<file path="config.mk">
export PLATFORM = sky130hd
export DESIGN_NAME = sn2f_ctrl
export DESIGN_NICKNAME = d
export VERILOG_FILES = /design/src/sv/sn2f_pkg.sv /design/src/sv/sn2f_ctrl.sv
export SDC_FILE = /design/constraint.sdc
export NUM_CORES = 1
export LEC_CHECK = 0
export BUFFER_PORTS_ARGS = -buffer_cell sky130_fd_sc_hd__buf_4
export CORE_MARGIN = 8
export CORE_UTILIZATION = 59
export CTS_BUF_LIST = sky130_fd_sc_hd__clkbuf_16
export DETAILED_ROUTE_END_ITERATION = 8
export GPL_ROUTABILITY_DRIVEN = 0
export GPL_TIMING_DRIVEN = 0
export MAX_ROUTING_LAYER = met4
export PLACE_DENSITY = 0.88
export REMOVE_ABC_BUFFERS = 1
export SLEW_MARGIN = 20
export SYNTH_ARGS = -nofsm -noshare
export SYNTH_HDL_FRONTEND = slang
export SYNTH_SLANG_ARGS = --single-unit
export TNS_END_PERCENT = 10
</file>
<file path="constraint.sdc">
create_clock -name clk -period 2.46 [get_ports clk]
set_input_delay 0.492 -clock clk [delete_from_list [all_inputs] [get_ports clk]]
set_output_delay 0.492 -clock clk [all_outputs]
set_load 0.01 [all_outputs]
</file>
<file path="src/sv/sn2f_pkg.sv">
// ----------------------------------------------------------------------------
// sn2f_pkg
// shared types, constants and permutation table for the 2d fractal noise block
// ----------------------------------------------------------------------------
package sn2f_pkg;

    localparam int MAX_OCTAVES_DEF     = 8;
    localparam int COORD_FRAC_BITS_DEF = 16;

    // register indexes of the configuration port
    localparam logic [1:0] REG_BASE_FREQ = 2'd0;
    localparam logic [1:0] REG_BASE_AMP  = 2'd1;
    localparam logic [1:0] REG_LACUNAR   = 2'd2;
    localparam logic [1:0] REG_PERSIST   = 2'd3;

    localparam logic [31:0] BASE_FREQ_RST = 32'd65536;
    localparam logic [15:0] BASE_AMP_RST  = 16'd256;
    localparam logic [15:0] LACUNAR_RST   = 16'd512;
    localparam logic [15:0] PERSIST_RST   = 16'd32768;

    // fixed point constants
    localparam logic signed [31:0] SKEW_Q32   = 32'sd1572067135;
    localparam logic signed [30:0] UNSKEW_Q32 = 31'sd907633384;
    localparam logic signed [31:0] UNSKEW_Q24 = 32'sd3545443;
    localparam logic signed [31:0] ONE_Q24    = 32'sd16777216;
    localparam logic signed [41:0] HALF_Q24   = 42'sd8388608;
    localparam logic signed [23:0] SCALE_Q16  = 24'sd2964234;

    typedef enum logic [3:0] {
        OP_NONE,
        OP_LOAD,
        OP_SCALE,
        OP_SKEW,
        OP_CELL,
        OP_UNSKEW,
        OP_OFFS,
        OP_HASH1,
        OP_HASH2,
        OP_SQ,
        OP_T2,
        OP_T4,
        OP_GRAD,
        OP_NOISE,
        OP_ACCUM,
        OP_DIVINIT
    } dp_op_t;

    typedef enum logic [4:0] {
        ST_IDLE,
        ST_SCALE,
        ST_SKEW,
        ST_CELL,
        ST_UNSKEW,
        ST_OFFS,
        ST_HASH1,
        ST_HASH2,
        ST_SQ,
        ST_T2,
        ST_T4,
        ST_GRAD,
        ST_NOISE,
        ST_ACCUM,
        ST_DIVINIT,
        ST_DIV,
        ST_FIN
    } ctrl_state_t;

    typedef struct packed {
        dp_op_t     op;
        logic [1:0] corner;
        logic       div_step;
        logic       finish;
    } dp_cmd_t;

    typedef struct packed {
        logic last_octave;
    } dp_stat_t;

    localparam logic [7:0] PERM_ROM [256] = '{
        8'd151,8'd160,8'd137,8'd91,8'd90,8'd15,8'd131,8'd13,8'd201,8'd95,8'd96,8'd53,
        8'd194,8'd233,8'd7,8'd225,8'd140,8'd36,8'd103,8'd30,8'd69,8'd142,8'd8,8'd99,
        8'd37,8'd240,8'd21,8'd10,8'd23,8'd190,8'd6,8'd148,8'd247,8'd120,8'd234,8'd75,
        8'd0,8'd26,8'd197,8'd62,8'd94,8'd252,8'd219,8'd203,8'd117,8'd35,8'd11,8'd32,
        8'd57,8'd177,8'd33,8'd88,8'd237,8'd149,8'd56,8'd87,8'd174,8'd20,8'd125,8'd136,
        8'd171,8'd168,8'd68,8'd175,8'd74,8'd165,8'd71,8'd134,8'd139,8'd48,8'd27,8'd166,
        8'd77,8'd146,8'd158,8'd231,8'd83,8'd111,8'd229,8'd122,8'd60,8'd211,8'd133,8'd230,
        8'd220,8'd105,8'd92,8'd41,8'd55,8'd46,8'd245,8'd40,8'd244,8'd102,8'd143,8'd54,
        8'd65,8'd25,8'd63,8'd161,8'd1,8'd216,8'd80,8'd73,8'd209,8'd76,8'd132,8'd187,
        8'd208,8'd89,8'd18,8'd169,8'd200,8'd196,8'd135,8'd130,8'd116,8'd188,8'd159,8'd86,
        8'd164,8'd100,8'd109,8'd198,8'd173,8'd186,8'd3,8'd64,8'd52,8'd217,8'd226,8'd250,
        8'd124,8'd123,8'd5,8'd202,8'd38,8'd147,8'd118,8'd126,8'd255,8'd82,8'd85,8'd212,
        8'd207,8'd206,8'd59,8'd227,8'd47,8'd16,8'd58,8'd17,8'd182,8'd189,8'd28,8'd42,
        8'd223,8'd183,8'd170,8'd213,8'd119,8'd248,8'd152,8'd2,8'd44,8'd154,8'd163,8'd70,
        8'd221,8'd153,8'd101,8'd155,8'd167,8'd43,8'd172,8'd9,8'd129,8'd22,8'd39,8'd253,
        8'd19,8'd98,8'd108,8'd110,8'd79,8'd113,8'd224,8'd232,8'd178,8'd185,8'd112,8'd104,
        8'd218,8'd246,8'd97,8'd228,8'd251,8'd34,8'd242,8'd193,8'd238,8'd210,8'd144,8'd12,
        8'd191,8'd179,8'd162,8'd241,8'd81,8'd51,8'd145,8'd235,8'd249,8'd14,8'd239,8'd107,
        8'd49,8'd192,8'd214,8'd31,8'd181,8'd199,8'd106,8'd157,8'd184,8'd84,8'd204,8'd176,
        8'd115,8'd121,8'd50,8'd45,8'd127,8'd4,8'd150,8'd254,8'd138,8'd236,8'd205,8'd93,
        8'd222,8'd114,8'd67,8'd29,8'd24,8'd72,8'd243,8'd141,8'd128,8'd195,8'd78,8'd66,
        8'd215,8'd61,8'd156,8'd180
    };

endpackage

</file>
<file path="src/sv/sn2f_ctrl.sv">
// ----------------------------------------------------------------------------
// sn2f_ctrl
// sequencer for the octave loop, the corner loop and the serial divider
// ----------------------------------------------------------------------------
module sn2f_ctrl #(
    parameter int DIV_STEPS = 57
) (
    input  logic               clk,
    input  logic               rst_n,
    input  logic               start,
    output logic               busy,
    output logic               done,
    output sn2f_pkg::dp_cmd_t  cmd,
    input  sn2f_pkg::dp_stat_t stat
);

    localparam int CNT_W = $clog2(DIV_STEPS);

    sn2f_pkg::ctrl_state_t state_reg, state_next;
    logic [1:0]       corner_reg, corner_next;
    logic [CNT_W-1:0] div_cnt_reg, div_cnt_next;
    logic             done_reg, done_next;

    always_ff @(posedge clk or negedge rst_n)
    begin
        if (!rst_n)
        begin
            state_reg   <= sn2f_pkg::ST_IDLE;
            corner_reg  <= '0;
            div_cnt_reg <= '0;
            done_reg    <= 1'b0;
        end
        else
        begin
            state_reg   <= state_next;
            corner_reg  <= corner_next;
            div_cnt_reg <= div_cnt_next;
            done_reg    <= done_next;
        end
    end

    // next state
    always_comb
    begin
        state_next   = state_reg;
        corner_next  = corner_reg;
        div_cnt_next = div_cnt_reg;
        done_next    = 1'b0;
        case (state_reg)
            sn2f_pkg::ST_IDLE:    if (start) state_next = sn2f_pkg::ST_SCALE;
            sn2f_pkg::ST_SCALE:   state_next = sn2f_pkg::ST_SKEW;
            sn2f_pkg::ST_SKEW:    state_next = sn2f_pkg::ST_CELL;
            sn2f_pkg::ST_CELL:    state_next = sn2f_pkg::ST_UNSKEW;
            sn2f_pkg::ST_UNSKEW:  state_next = sn2f_pkg::ST_OFFS;
            sn2f_pkg::ST_OFFS:    state_next = sn2f_pkg::ST_HASH1;
            sn2f_pkg::ST_HASH1:   state_next = sn2f_pkg::ST_HASH2;
            sn2f_pkg::ST_HASH2:
            begin
                state_next  = sn2f_pkg::ST_SQ;
                corner_next = '0;
            end
            sn2f_pkg::ST_SQ:      state_next = sn2f_pkg::ST_T2;
            sn2f_pkg::ST_T2:      state_next = sn2f_pkg::ST_T4;
            sn2f_pkg::ST_T4:      state_next = sn2f_pkg::ST_GRAD;
            sn2f_pkg::ST_GRAD:
            begin
                if (corner_reg == 2'd2)
                    state_next = sn2f_pkg::ST_NOISE;
                else
                begin
                    state_next  = sn2f_pkg::ST_SQ;
                    corner_next = corner_reg + 2'd1;
                end
            end
            sn2f_pkg::ST_NOISE:   state_next = sn2f_pkg::ST_ACCUM;
            sn2f_pkg::ST_ACCUM:
                state_next = stat.last_octave ? sn2f_pkg::ST_DIVINIT : sn2f_pkg::ST_SCALE;
            sn2f_pkg::ST_DIVINIT:
            begin
                state_next   = sn2f_pkg::ST_DIV;
                div_cnt_next = '0;
            end
            sn2f_pkg::ST_DIV:
            begin
                if (div_cnt_reg == CNT_W'(DIV_STEPS - 1))
                    state_next = sn2f_pkg::ST_FIN;
                else
                    div_cnt_next = div_cnt_reg + CNT_W'(1);
            end
            sn2f_pkg::ST_FIN:
            begin
                state_next = sn2f_pkg::ST_IDLE;
                done_next  = 1'b1;
            end
            default:              state_next = sn2f_pkg::ST_IDLE;
        endcase
    end

    // outputs
    always_comb
    begin
        cmd.op       = sn2f_pkg::OP_NONE;
        cmd.corner   = corner_reg;
        cmd.div_step = 1'b0;
        cmd.finish   = 1'b0;
        case (state_reg)
            sn2f_pkg::ST_IDLE:    cmd.op = start ? sn2f_pkg::OP_LOAD : sn2f_pkg::OP_NONE;
            sn2f_pkg::ST_SCALE:   cmd.op = sn2f_pkg::OP_SCALE;
            sn2f_pkg::ST_SKEW:    cmd.op = sn2f_pkg::OP_SKEW;
            sn2f_pkg::ST_CELL:    cmd.op = sn2f_pkg::OP_CELL;
            sn2f_pkg::ST_UNSKEW:  cmd.op = sn2f_pkg::OP_UNSKEW;
            sn2f_pkg::ST_OFFS:    cmd.op = sn2f_pkg::OP_OFFS;
            sn2f_pkg::ST_HASH1:   cmd.op = sn2f_pkg::OP_HASH1;
            sn2f_pkg::ST_HASH2:   cmd.op = sn2f_pkg::OP_HASH2;
            sn2f_pkg::ST_SQ:      cmd.op = sn2f_pkg::OP_SQ;
            sn2f_pkg::ST_T2:      cmd.op = sn2f_pkg::OP_T2;
            sn2f_pkg::ST_T4:      cmd.op = sn2f_pkg::OP_T4;
            sn2f_pkg::ST_GRAD:    cmd.op = sn2f_pkg::OP_GRAD;
            sn2f_pkg::ST_NOISE:   cmd.op = sn2f_pkg::OP_NOISE;
            sn2f_pkg::ST_ACCUM:   cmd.op = sn2f_pkg::OP_ACCUM;
            sn2f_pkg::ST_DIVINIT: cmd.op = sn2f_pkg::OP_DIVINIT;
            sn2f_pkg::ST_DIV:     cmd.div_step = 1'b1;
            sn2f_pkg::ST_FIN:     cmd.finish = 1'b1;
            default:              cmd.op = sn2f_pkg::OP_NONE;
        endcase
    end

    assign busy = (state_reg != sn2f_pkg::ST_IDLE);
    assign done = done_reg;

endmodule

</file>
==> reports/qor_table.md, run 1 <==
| Step | Result | Reported |
|---|---|---|
| status | Status | finished clean |
| power and ir drop | Power density over cell area | 510 nW/um^2 |
| setup path | Required arrival time at the worst endpoint | 1970 ps |
| timing | Slack of the critical path | 374 ps |
| synth | Mean post-synth cell area | 9.07 sq um |
| clocking | H-tree lvl count | 1 |
| setup path | Critical path type | register to primary output |
| setup path | Arrival @ worst endpoint | 1590 ps |
| layout | Most used cells in the layout excluding fill and tap cells | 14 x sky130_fd_sc_hd__dfrtp_1, 13 x sky130_fd_sc_hd__buf_4, 9 x sky130_fd_sc_hd__inv_1, 8 x sky130_fd_sc_hd__nor2_1, 5 x sky130_fd_sc_hd__o21ai_0 |
| synth | Adder and majority cell fraction of the synthesized area | 4.06% |
| synth | Number of enable flip-flop cells after synthesis | 0 |
| setup path | Top delay family on crit path | flip-flops |
| setup path | Category of the worst setup path capture point | primary output |
| synth | Number of distinct library cell variants in the gate-level netlist after synthesis | 39 |
| synth | Post-synthesis simple-gate area fraction | 23.5% |
| routing | Antenna viol nets, final | 0 |
| grt | Remaining global-route overflow | 0 |
| routing | Final Routed Wirelength | 2080 microns |
| timing | Shortest clock period the worst path allows after layout | 2090 ps |
| synth | Fraction of registers with async set or reset after synthesis | 100% |
| layout | Final cell count without fillers | 127 |
| timing | Final hold slack | 90.4 ps |
| synth | Synthesized-area fraction occupied by xor and xnor cells | 2.84% |
| setup path | CP Max Fanout | 14 |
| layout | Fraction of layout instances using a drive strength above 1 | 15.3% |
| setup path | R2r startpoint | div_cnt_reg[0]$_DFFE_PN0P_ |
| power and ir drop | Leakage power | 0.500 nW |
| timing | Endpoints failing hold | 0 |
| setup path | Setup slack, reg-to-reg | 910 ps |
| synth | Flip-flop and latch count after synthesis | 14 |
| setup path | Reg2reg path depth | 5 |
| synth | Yosys top cell area share | 37.9% |
| grt | Total routing resource utilization after global routing | 13.4% |
| synth | Cell types with the largest area share after synthesis | sky130_fd_sc_hd__dfrtp_1 38%, sky130_fd_sc_hd__ha_1 4.1%, sky130_fd_sc_hd__o41ai_1 3.8% |
| grt | Number of antenna violations at the first check in global routing | 0 |
| setup path | Cell with the largest stage delay on the worst path | sky130_fd_sc_hd__dfrtp_1 |
| layout | Area of all sequential standard cells | 350 sq um |
| placed design | Worst-case setup slack after placement | 646 ps |
| synth | Most instantiated flip-flop cell in the synthesis netlist | sky130_fd_sc_hd__dfrtp_1 |
| placed design | Post-detail-place hpwl | 1500 microns |
| min path | Path type of the worst min-delay path | input pin to asynchronous set/reset pin |
| layout | Antenna cells | 0 |
| grt | Met1 global-route usage | 15.7% |
| power and ir drop | VDD IR-drop max | 0.000383 V |
| synth | Cell count after synthesis | 102 |
| floorplanning | Placeable core area | 1490 sq um |
| grt | Number of global-route vias before repair | 793 |
| routing | Detailed-route wire length per cell | 16.3 microns |
| synth | Multiplexer fraction of the synthesized cell area | 0% |
| layout | Layout net count | 119 |
| setup path | Critical path startpoint category | register |
| layout | Number of flip-flops under the largest register name | 6 |
| layout | Multi-input gate area | 499 sq um |
| grt | Maximum number of pins on one net before global-route repair | 15 |
| timing | Sum of negative setup slack | 0 ps |
| synth | Sequential-to-total area share from yosys stat | 37.9% |
| timing | Clock tree skew after final layout | 3.47 ps |
| layout | Most common library cell in the layout ignoring fill and taps | sky130_fd_sc_hd__dfrtp_1 |
| grt | Most utilized layer in the global route result | met2 |
| routing | Drt drc | 0 |
| placed design | Cell count after placement | 123 |
| floorplanning | Height of the die | 55.6 microns |
| routing | Drt initial violations | 25 |
| synth | Ys Warns | 0 |
| clocking | Number of resized instances in the post-cts repair step | 0 |
| timing | Final period util | 84.8% |
| routing | Detailed-route vias per instance | 6.43 |
| synth | Synth area leader | sky130_fd_sc_hd__dfrtp_1 |
| job | Number of max-cap violations | 0 |
| timing | Final setup vio count | 0 |
| synth | Cell area after synthesis | 925 sq um |
| clocking | Clock tree from TritonCTS | yes |
| layout | Number of fill cells in the layout | 109 |
| clocking | Longest Clk Path Bufs | 2 |
| setup path | Endpoint of the worst register-to-register path | div_cnt_reg[0]$_DFFE_PN0P_ |
| clocking | Num CTS Buffers | 3 |
| routing | DR vias | 816 |
| timing | Max Clock Freq | 479 MHz |
| timing | Pin slew with the least headroom to its limit | 473 ps |
| floorplanning | Die width | 55.6 microns |
| setup path | CP Buf/Inv Count | 1 |
| routing | DRT Pass-1 Iters | 4 |
| clocking | Clock transition at the registers of the reported paths | 50 ps |
| clocking | Number of sinks on the clock net | 14 |
| grt | Global-route wire length before repair | 3460 microns |
| layout | Final Instance Area | 1080 sq um |
| timing | Max-slew violation count | 0 |
| synth | Combinational family with the most area after synthesis | simple AND/OR/NAND/NOR gates |
| grt | Global Route met2 Usage | 21.2% |
| layout | Synth-to-Final Area Change | 16.8% |
| placed design | Count of input and output buffers | 13 |
| setup path | Cell Chain, Critical Path | and3_1 -> xnor2_1 -> nor2_1 -> buf_4 |
| placed design | Area post-placement | 1000 sq um |
| clocking | Clock insertion delay at the later pin of the skew report | 240 ps |
| floorplanning | Area of the die | 3090 sq um |
| setup path | Max incr delay on CP | 630 ps |
| timing | RSZ-0062 raised after global routing | no |
| grt | GR Util met3 | 4.11% |
| floorplanning | I/O pins | 14 |
| clocking | CTS Hold Buffers Added | 0 |
| clocking | Clock Root Buffer | sky130_fd_sc_hd__clkbuf_16 |
| floorplanning | Std-Cell Rows | 14 |
| timing | Worst rel slew slack | 68.5% |
| synth | Synthesized-area fraction occupied by ao, oa, aoi and oai cells | 23.5% |
| floorplanning | Initial Util | 62.1% |
| clocking | Buffers inserted during post-CTS setup optimization | 0 |
[cell type report]
class,count,area share (%)
Sequential cell,14,32.4
Multi-Input combinational cell,71,46.2
Inverter,9,3.13
Tap cell,16,1.85
Timing Repair Buffer,13,9.04
Clock buffer,3,6.95
Clock inverter,1,0.348
[routing by layer]
metal  vias up  part of all wire (%)
li1        398                     -
met1       388                    43
met2        28                    49
met3         2                   8.1
met4         0                  0.48
met5         -                     0
[where the power goes]
part	switching, W	internal, W	total, W
combinational	0.00000562	0.00000333	0.00000895
clock	0.0000958	0.000215	0.000311
sequential	0	0.000231	0.000231
[cell usage after synthesis, types with 3 or more instances]
library cell	count
sky130_fd_sc_hd__ha_1	3
sky130_fd_sc_hd__o41ai_1	4
sky130_fd_sc_hd__o211ai_1	4
sky130_fd_sc_hd__and3_1	3
sky130_fd_sc_hd__dfrtp_1	14
sky130_fd_sc_hd__o21ai_0	5
sky130_fd_sc_hd__o2bb2ai_1	3
sky130_fd_sc_hd__buf_2	3
sky130_fd_sc_hd__nand2_1	4
sky130_fd_sc_hd__nor2_1	8
sky130_fd_sc_hd__inv_1	9
sky130_fd_sc_hd__clkbuf_1	3
sky130_fd_sc_hd__xnor2_1	3
sky130_fd_sc_hd__and2_1	4
[cell families (layout without fill, tap and decap cells)]
group                    after synthesis  after routing
AND/OR/NAND/NOR                       36             36
AO/OA/AOI/OAI                         29             29
buffers and inverters                 17             26
flip-flops                            14             14
adder cells (fa/ha/maj)                3              3
XOR/XNOR                               3              3
[worst register-to-register path: cells and delay by family, from the launching register on]
family                     cells  cell delay [ps]
AOI/OAI and AO/OA              2              500
adders and majority gates      1              160
buffers and inverters          1               90
DFF                            1              410
and+or+nand+nor                1              260
[metrics by stage]
stage          total power [W]  utilization [%]
2_1_floorplan         0.000235                -
3_3_place_gp          0.000244             67.2
3_5_place_dp          0.000244             67.2
4_1_cts               0.000556             72.5
5_1_grt               0.000564             72.5
6_report              0.000551             72.5
[worst max-delay path by stage]
| stage | slack (ps) | cells after the start | to | start |
|---|---|---|---|---|
| final | 370 | 4 | cmd[7] | state_reg[2]$_DFFE_PN0P_ |
| after global routing | 250 | 4 | cmd[7] | state_reg[2]$_DFFE_PN0P_ |
| after CTS | 380 | 4 | cmd[7] | state_reg[2]$_DFFE_PN0P_ |
| after detailed placement | 650 | 4 | cmd[7] | state_reg[2]$_DFFE_PN0P_ |
| after global placement | 700 | 4 | cmd[7] | state_reg[2]$_DFFE_PN0P_ |
| after floorplan | 910 | 3 | cmd[7] | state_reg[2]$_DFFE_PN0P_ |
(Power assumes the default switching activity.)
==> inputs of run 2 (changes only) <==
CORE_UTILIZATION = 54   (was 59)
PLACE_DENSITY = 0.82   (was 0.88)
clock period = 2.2 ns   (was 2.46 ns; I/O delays follow)
==> reports/qor_table.md, run 2 (synthesis gave the netlist of run 1 again) <==
| Step | Result | Reported |
|---|---|---|
| floorplanning | Std-Cell Rows | 15 |
| clocking | Clock tree from TritonCTS | yes |
| power and ir drop | Total power of the final layout | 0.000614 W |
| timing | Shortest clock period the worst path allows after layout | 2020 ps |
| grt | Total routing resource utilization after global routing | 14.2% |
| clocking | Clock transition at the registers of the reported paths | 50 ps |
| clocking | Buffers inserted during post-CTS setup optimization | 0 |
| layout | Most common library cell in the layout ignoring fill and taps | sky130_fd_sc_hd__dfrtp_1 |
| timing | Clock tree skew after final layout | 3.94 ps |
| setup path | Reg2reg path depth | 3 |
| setup path | Max incr delay on CP | 630 ps |
| routing | DRT Pass-1 Iters | 4 |
| clocking | H-tree lvl count | 1 |
| clocking | Num CTS Buffers | 3 |
| layout | Layout net count | 119 |
| setup path | Cell Chain, Critical Path | and3_1 -> xnor2_1 -> nor2_1 -> buf_4 |
| routing | Detailed-route wire length per cell | 16.3 microns |
| timing | Final setup vio count | 0 |
| clocking | Clock Root Buffer | sky130_fd_sc_hd__clkbuf_16 |
| layout | Fraction of layout instances using a drive strength above 1 | 15.3% |
| floorplanning | I/O pins | 14 |
| floorplanning | Initial Util | 55.4% |
| timing | Max-slew violation count | 0 |
| setup path | Arrival @ worst endpoint | 1580 ps |
| placed design | Cell count after placement | 124 |
| routing | DR vias | 815 |
| min path | Path type of the worst min-delay path | input pin to asynchronous set/reset pin |
| power and ir drop | VDD IR-drop max | 0.000541 V |
| placed design | Post-detail-place hpwl | 1460 microns |
| status | Status | finished clean |
| layout | Synth-to-Final Area Change | 16.9% |
| clocking | Number of sinks on the clock net | 14 |
| timing | Pin slew with the least headroom to its limit | 479 ps |
| layout | Antenna cells | 0 |
| floorplanning | Height of the die | 57.4 microns |
| layout | Final cell count without fillers | 128 |
| placed design | Count of input and output buffers | 13 |
| timing | Worst rel slew slack | 68.1% |
| timing | Final period util | 91.9% |
| setup path | Category of the worst setup path capture point | primary output |
| layout | Number of flip-flops under the largest register name | 6 |
| power and ir drop | Power density over cell area | 568 nW/um^2 |
| clocking | Number of resized instances in the post-cts repair step | 0 |
| floorplanning | Die width | 57.4 microns |
| setup path | CP Max Fanout | 14 |
| setup path | Cell with the largest stage delay on the worst path | sky130_fd_sc_hd__dfrtp_1 |
| grt | Maximum number of pins on one net before global-route repair | 15 |
| floorplanning | Placeable core area | 1670 sq um |
| setup path | Critical path type | register to primary output |
| routing | Drt initial violations | 20 |
| routing | Final Routed Wirelength | 2080 microns |
| grt | Remaining global-route overflow | 0 |
| timing | Sum of negative setup slack | 0 ps |
| floorplanning | Area of the die | 3290 sq um |
| layout | Most used cells in the layout excluding fill and tap cells | 14 x sky130_fd_sc_hd__dfrtp_1, 13 x sky130_fd_sc_hd__buf_4, 9 x sky130_fd_sc_hd__inv_1, 8 x sky130_fd_sc_hd__nor2_1, 5 x sky130_fd_sc_hd__o21ai_0 |
| clocking | Clock insertion delay at the later pin of the skew report | 240 ps |
| clocking | CTS Hold Buffers Added | 0 |
| routing | Detailed-route vias per instance | 6.37 |
| grt | Number of global-route vias before repair | 774 |
| timing | Endpoints failing hold | 0 |
| setup path | Critical path startpoint category | register |
| routing | Antenna viol nets, final | 0 |
| grt | Global-route wire length before repair | 3640 microns |
| routing | Drt drc | 0 |
| timing | Final hold slack | 37.7 ps |
| setup path | Required arrival time at the worst endpoint | 1760 ps |
| job | Number of max-cap violations | 0 |
| timing | Max Clock Freq | 495 MHz |
| grt | Number of antenna violations at the first check in global routing | 0 |
| power and ir drop | Leakage power | 0.500 nW |
| timing | RSZ-0062 raised after global routing | no |
| clocking | Longest Clk Path Bufs | 2 |
run 2: path summary, 6_finish.rpt:
| kind | from | end | slack, ps |
|---|---|---|---|
| max reg2reg | state_reg[2]$_DFFE_PN0P_ | state_reg[3]$_DFFE_PN0P_ | 670 |
| min in group clk | div_cnt_reg[4]$_DFFE_PN0P_ | div_cnt_reg[4]$_DFFE_PN0P_ | 550 |
| min reg2reg | div_cnt_reg[4]$_DFFE_PN0P_ | div_cnt_reg[4]$_DFFE_PN0P_ | 550 |
| max in group asynchronous | rst_n | div_cnt_reg[0]$_DFFE_PN0P_ | 1990 |
| max | state_reg[2]$_DFFE_PN0P_ | cmd[7] | 180 |
| min | rst_n | state_reg[2]$_DFFE_PN0P_ | 40 |
run 2: power by group:
part	internal (W)	switching, W	leakage, nW
clock network	0.000240	0.000106	0.0385
logic	0.00000372	0.00000628	0.301
registers	0.000258	0	0.160
run 2: layout make-up:
type / count / area (sq um)
sequential: 14 / 350
clock buffer: 3 / 75.1
inverter: 9 / 33.8
timing repair buffer: 13 / 97.6
fill: 128 / 589
multi-input combinational: 71 / 499
clock inverter: 1 / 3.75
tap: 17 / 21.3
run 2: metrics by stage:
| step | setup slack (ps) | instance area [sq um] | utilization [%] |
|---|---|---|---|
| after floorplan | 697 | 883 | - |
| final | 179 | 1080 | 64.7 |
| after CTS | 173 | 1080 | 64.7 |
| after global placement | 478 | 1000 | 60.0 |
| after detailed placement | 430 | 1000 | 60.0 |
| after global routing | 76.5 | 1080 | 64.7 |
run 2: layer usage:
layer / track usage [%] / up-vias / part of all wire, %
li1: - / 392 / -
met1: 18.5 / 395 / 48
met2: 19.9 / 26 / 45
met3: 3.81 / 2 / 5.8
met4: 5.71 / 0 / 0.77
met5: - / - / 0
run 2: worst max-delay path, delay by kind of cell, from the launching register on:
family | cells | cell delay (ps)
xor gates and xnor gates | 1 | 140
buffers and inverters | 1 | 160
DFF | 1 | 630
and+or+nand+nor | 2 | 410
==> inputs of run 3 (changes only) <==
ABC_AREA = 1   (was default)
CORE_UTILIZATION = 55   (was 54)
CTS_CLUSTER_SIZE = 40   (was default)
PLACE_DENSITY = 0.83   (was 0.82)
==> reports/qor_table.md, run 3 <==
| Step | Result | Reported |
|---|---|---|
| routing | Antenna viol nets, final | 0 |
| synth | Synthesized-area fraction occupied by ao, oa, aoi and oai cells | 4.70% |
| synth | Synth area leader | sky130_fd_sc_hd__dfrtp_1 |
| routing | Wire length on met2 | 984 microns |
| setup path | Critical path type | register to primary output |
| routing | Drt drc | 0 |
| clocking | H-tree lvl count | 1 |
| timing | Worst rel slew slack | 76.2% |
| synth | Synth cell count leaders | 18 x sky130_fd_sc_hd__inv_1, 18 x sky130_fd_sc_hd__nand2_1, 18 x sky130_fd_sc_hd__nand3_1, 14 x sky130_fd_sc_hd__dfrtp_1, 14 x sky130_fd_sc_hd__nor2_1 |
| status | Status | finished clean |
| timing | Pin slew with the least headroom to its limit | 356 ps |
| power and ir drop | Leakage power | 0.566 nW |
| synth | Combinational family with the most area after synthesis | simple AND/OR/NAND/NOR gates |
| clocking | Clock transition at the registers of the reported paths | 50 ps |
| timing | Max Clock Freq | 529 MHz |
| layout | Most used cells in the layout excluding fill and tap cells | 18 x sky130_fd_sc_hd__inv_1, 18 x sky130_fd_sc_hd__nand3_1, 18 x sky130_fd_sc_hd__nand2_1, 14 x sky130_fd_sc_hd__nor2_1, 14 x sky130_fd_sc_hd__dfrtp_1 |
| synth | Cell types with the largest area share after synthesis | sky130_fd_sc_hd__dfrtp_1 38%, sky130_fd_sc_hd__nand3_1 9.7%, sky130_fd_sc_hd__inv_1 7.2% |
| clocking | Number of sinks on the clock net | 14 |
| routing | Detailed-route wire length per cell | 13.1 microns |
| timing | RSZ-0062 raised after global routing | no |
| job | Number of max-cap violations | 0 |
| clocking | Number of resized instances in the post-cts repair step | 0 |
| layout | Final cell count without fillers | 146 |
| setup path | Required arrival time at the worst endpoint | 1760 ps |
| synth | Multiplexer fraction of the synthesized cell area | 1.21% |
| grt | Remaining global-route overflow | 0 |
| timing | Max-slew violation count | 0 |
| layout | Antenna cells | 0 |
| routing | Routed metal-1 wire length | 811 microns |
| routing | Met3 Routed Length | 83 microns |
| power and ir drop | Power density over cell area | 555 nW/um^2 |
| clocking | Buffers inserted during post-CTS setup optimization | 0 |
| placed design | Count of input and output buffers | 13 |
| synth | Flip-flop and latch count after synthesis | 14 |
| floorplanning | Area of the die | 3270 sq um |
| timing | Shortest clock period the worst path allows after layout | 1890 ps |
| synth | Fraction of registers with async set or reset after synthesis | 100% |
| routing | Final Routed Wirelength | 1910 microns |
| setup path | Category of the worst setup path capture point | primary output |
| power and ir drop | VDD IR-drop max | 0.000370 V |
| min path | Path type of the worst min-delay path | input pin to asynchronous set/reset pin |
| grt | Number of global-route vias before repair | 752 |
| floorplanning | Die width | 57.2 microns |
| clocking | Clock Root Buffer | sky130_fd_sc_hd__clkbuf_16 |
| timing | Final period util | 86.0% |
| routing | Top layer used by detailed routing | met4 |
| routing | DR vias | 813 |
| routing | DRT Pass-1 Iters | 4 |
| grt | Global-route wire length before repair | 3250 microns |
| layout | Layout net count | 137 |
| clocking | Num CTS Buffers | 3 |
| synth | Number of enable flip-flop cells after synthesis | 0 |
| floorplanning | I/O pins | 14 |
| floorplanning | Height of the die | 57.2 microns |
| routing | Drt initial violations | 10 |
| grt | Total routing resource utilization after global routing | 12.5% |
| layout | Synth-to-Final Area Change | 17.9% |
| routing | Detailed-route vias per instance | 5.57 |
| grt | Maximum number of pins on one net before global-route repair | 15 |
| synth | Ys Warns | 0 |
| timing | Endpoints failing hold | 0 |
| timing | Clock tree skew after final layout | 0.873 ps |
| floorplanning | Placeable core area | 1650 sq um |
| timing | Final hold slack | 37.5 ps |
| setup path | CP Max Fanout | 8 |
| synth | Cell area after synthesis | 932 sq um |
| synth | Adder and majority cell fraction of the synthesized area | 4.03% |
| floorplanning | Initial Util | 56.4% |
| synth | Mean post-synth cell area | 8.04 sq um |
| floorplanning | Std-Cell Rows | 15 |
| synth | Cell count after synthesis | 116 |
| clocking | Longest Clk Path Bufs | 2 |
| timing | Sum of negative setup slack | 0 ps |
| clocking | Clock insertion delay at the later pin of the skew report | 240 ps |
| synth | Synthesized-area fraction occupied by xor and xnor cells | 2.82% |
| setup path | Arrival @ worst endpoint | 1450 ps |
| synth | Yosys top cell area share | 37.6% |
| clocking | Clock tree from TritonCTS | yes |
| layout | Fraction of layout instances using a drive strength above 1 | 20.9% |
| layout | Number of flip-flops under the largest register name | 6 |
| setup path | Critical path startpoint category | register |
| synth | Post-synthesis simple-gate area fraction | 38.4% |
| clocking | CTS Hold Buffers Added | 0 |
| placed design | Post-detail-place hpwl | 1380 microns |
| timing | Final setup vio count | 0 |
| synth | Sequential-to-total area share from yosys stat | 37.6% |
| grt | Number of antenna violations at the first check in global routing | 0 |
| placed design | Cell count after placement | 142 |
| synth | Number of distinct library cell variants in the gate-level netlist after synthesis | 26 |
| synth | Most instantiated flip-flop cell in the synthesis netlist | sky130_fd_sc_hd__dfrtp_1 |
[run 3: cell types whose count changed after synthesis, moves of 4 or more]
cell | previous run | this run
sky130_fd_sc_hd__nand3_1 | 2 | 18
sky130_fd_sc_hd__and2_1 | 4 | 0
sky130_fd_sc_hd__nor2_1 | 8 | 14
sky130_fd_sc_hd__o41ai_1 | 4 | 0
sky130_fd_sc_hd__inv_1 | 9 | 18
sky130_fd_sc_hd__nand4_1 | 1 | 5
sky130_fd_sc_hd__nand2_1 | 4 | 18
[run 3: worst paths after layout]
| path | cells past startpoint | end | from | slack, ps |
|---|---|---|---|---|
| max in group asynchronous | 1 | state_reg[3]$_DFFE_PN0P_ | rst_n | 2000 |
| min | 1 | done$_DFF_PN0_ | rst_n | 40 |
| max | 5 | cmd[6] | state_reg[1]$_DFFE_PN0P_ | 310 |
| max reg2reg | 9 | div_cnt_reg[5]$_DFFE_PN0P_ | div_cnt_reg[0]$_DFFE_PN0P_ | 770 |
| min reg2reg | 1 | corner_reg[0]$_DFFE_PN0P_ | corner_reg[0]$_DFFE_PN0P_ | 530 |
| min in group clk | 3 | state_reg[1]$_DFFE_PN0P_ | stat | 510 |
[run 3: critical path, stage by stage (launching register included)]
cell and delay, ps:
sky130_fd_sc_hd__dfrtp_1 500, sky130_fd_sc_hd__nand2_1 140, sky130_fd_sc_hd__nand2_1 110, sky130_fd_sc_hd__mux2_2 290, sky130_fd_sc_hd__inv_1 60, sky130_fd_sc_hd__buf_4 110
[run 3: layer usage]
layer  track usage, %  up-vias
met1             13.7      381
met5                -        -
met4             5.03        0
met3             3.99        6
li1                 -      409
met2             20.3       17
[run 3: cells by family (layout without fill, tap and decap cells)]
logic type | count (synthesis) | count (layout)
simple gates | 65 | 65
buf+inv | 23 | 36
flops | 14 | 14
compound gates | 7 | 7
fa+ha+maj | 3 | 3
xor+xnor | 3 | 3
mux | 1 | 1
[run 3: stage by stage]
| step | instance area, sq um | total power (W) | setup slack, ps | util [%] |
|---|---|---|---|---|
| final | 1100 | 0.000610 | 308 | 66.5 |
| after global placement | 1020 | 0.000272 | 621 | 61.7 |
| after detailed placement | 1020 | 0.000273 | 593 | 61.7 |
| after global routing | 1100 | 0.000633 | 169 | 66.5 |
| after floorplan | 901 | 0.000263 | 694 | - |
| after CTS | 1100 | 0.000620 | 302 | 66.5 |
[run 3: cell type report]
type | instances | area [sq um]
Fill cell | 140 | 553
Multi-Input combinational cell | 79 | 477
Sequential cell | 14 | 350
Timing Repair Buffer | 13 | 97.6
Clock buffer | 3 | 75.1
Inverter | 19 | 73.8
Tap cell | 17 | 21.3
Clock inverter | 1 | 3.75
[run 3: where the power goes]
part / switching (W) / leakage, nW / internal [W]
Sequential: 0 / 0.160 / 0.000258
Clock: 0.000102 / 0.0385 / 0.000240
Combinational: 0.00000621 / 0.368 / 0.00000373
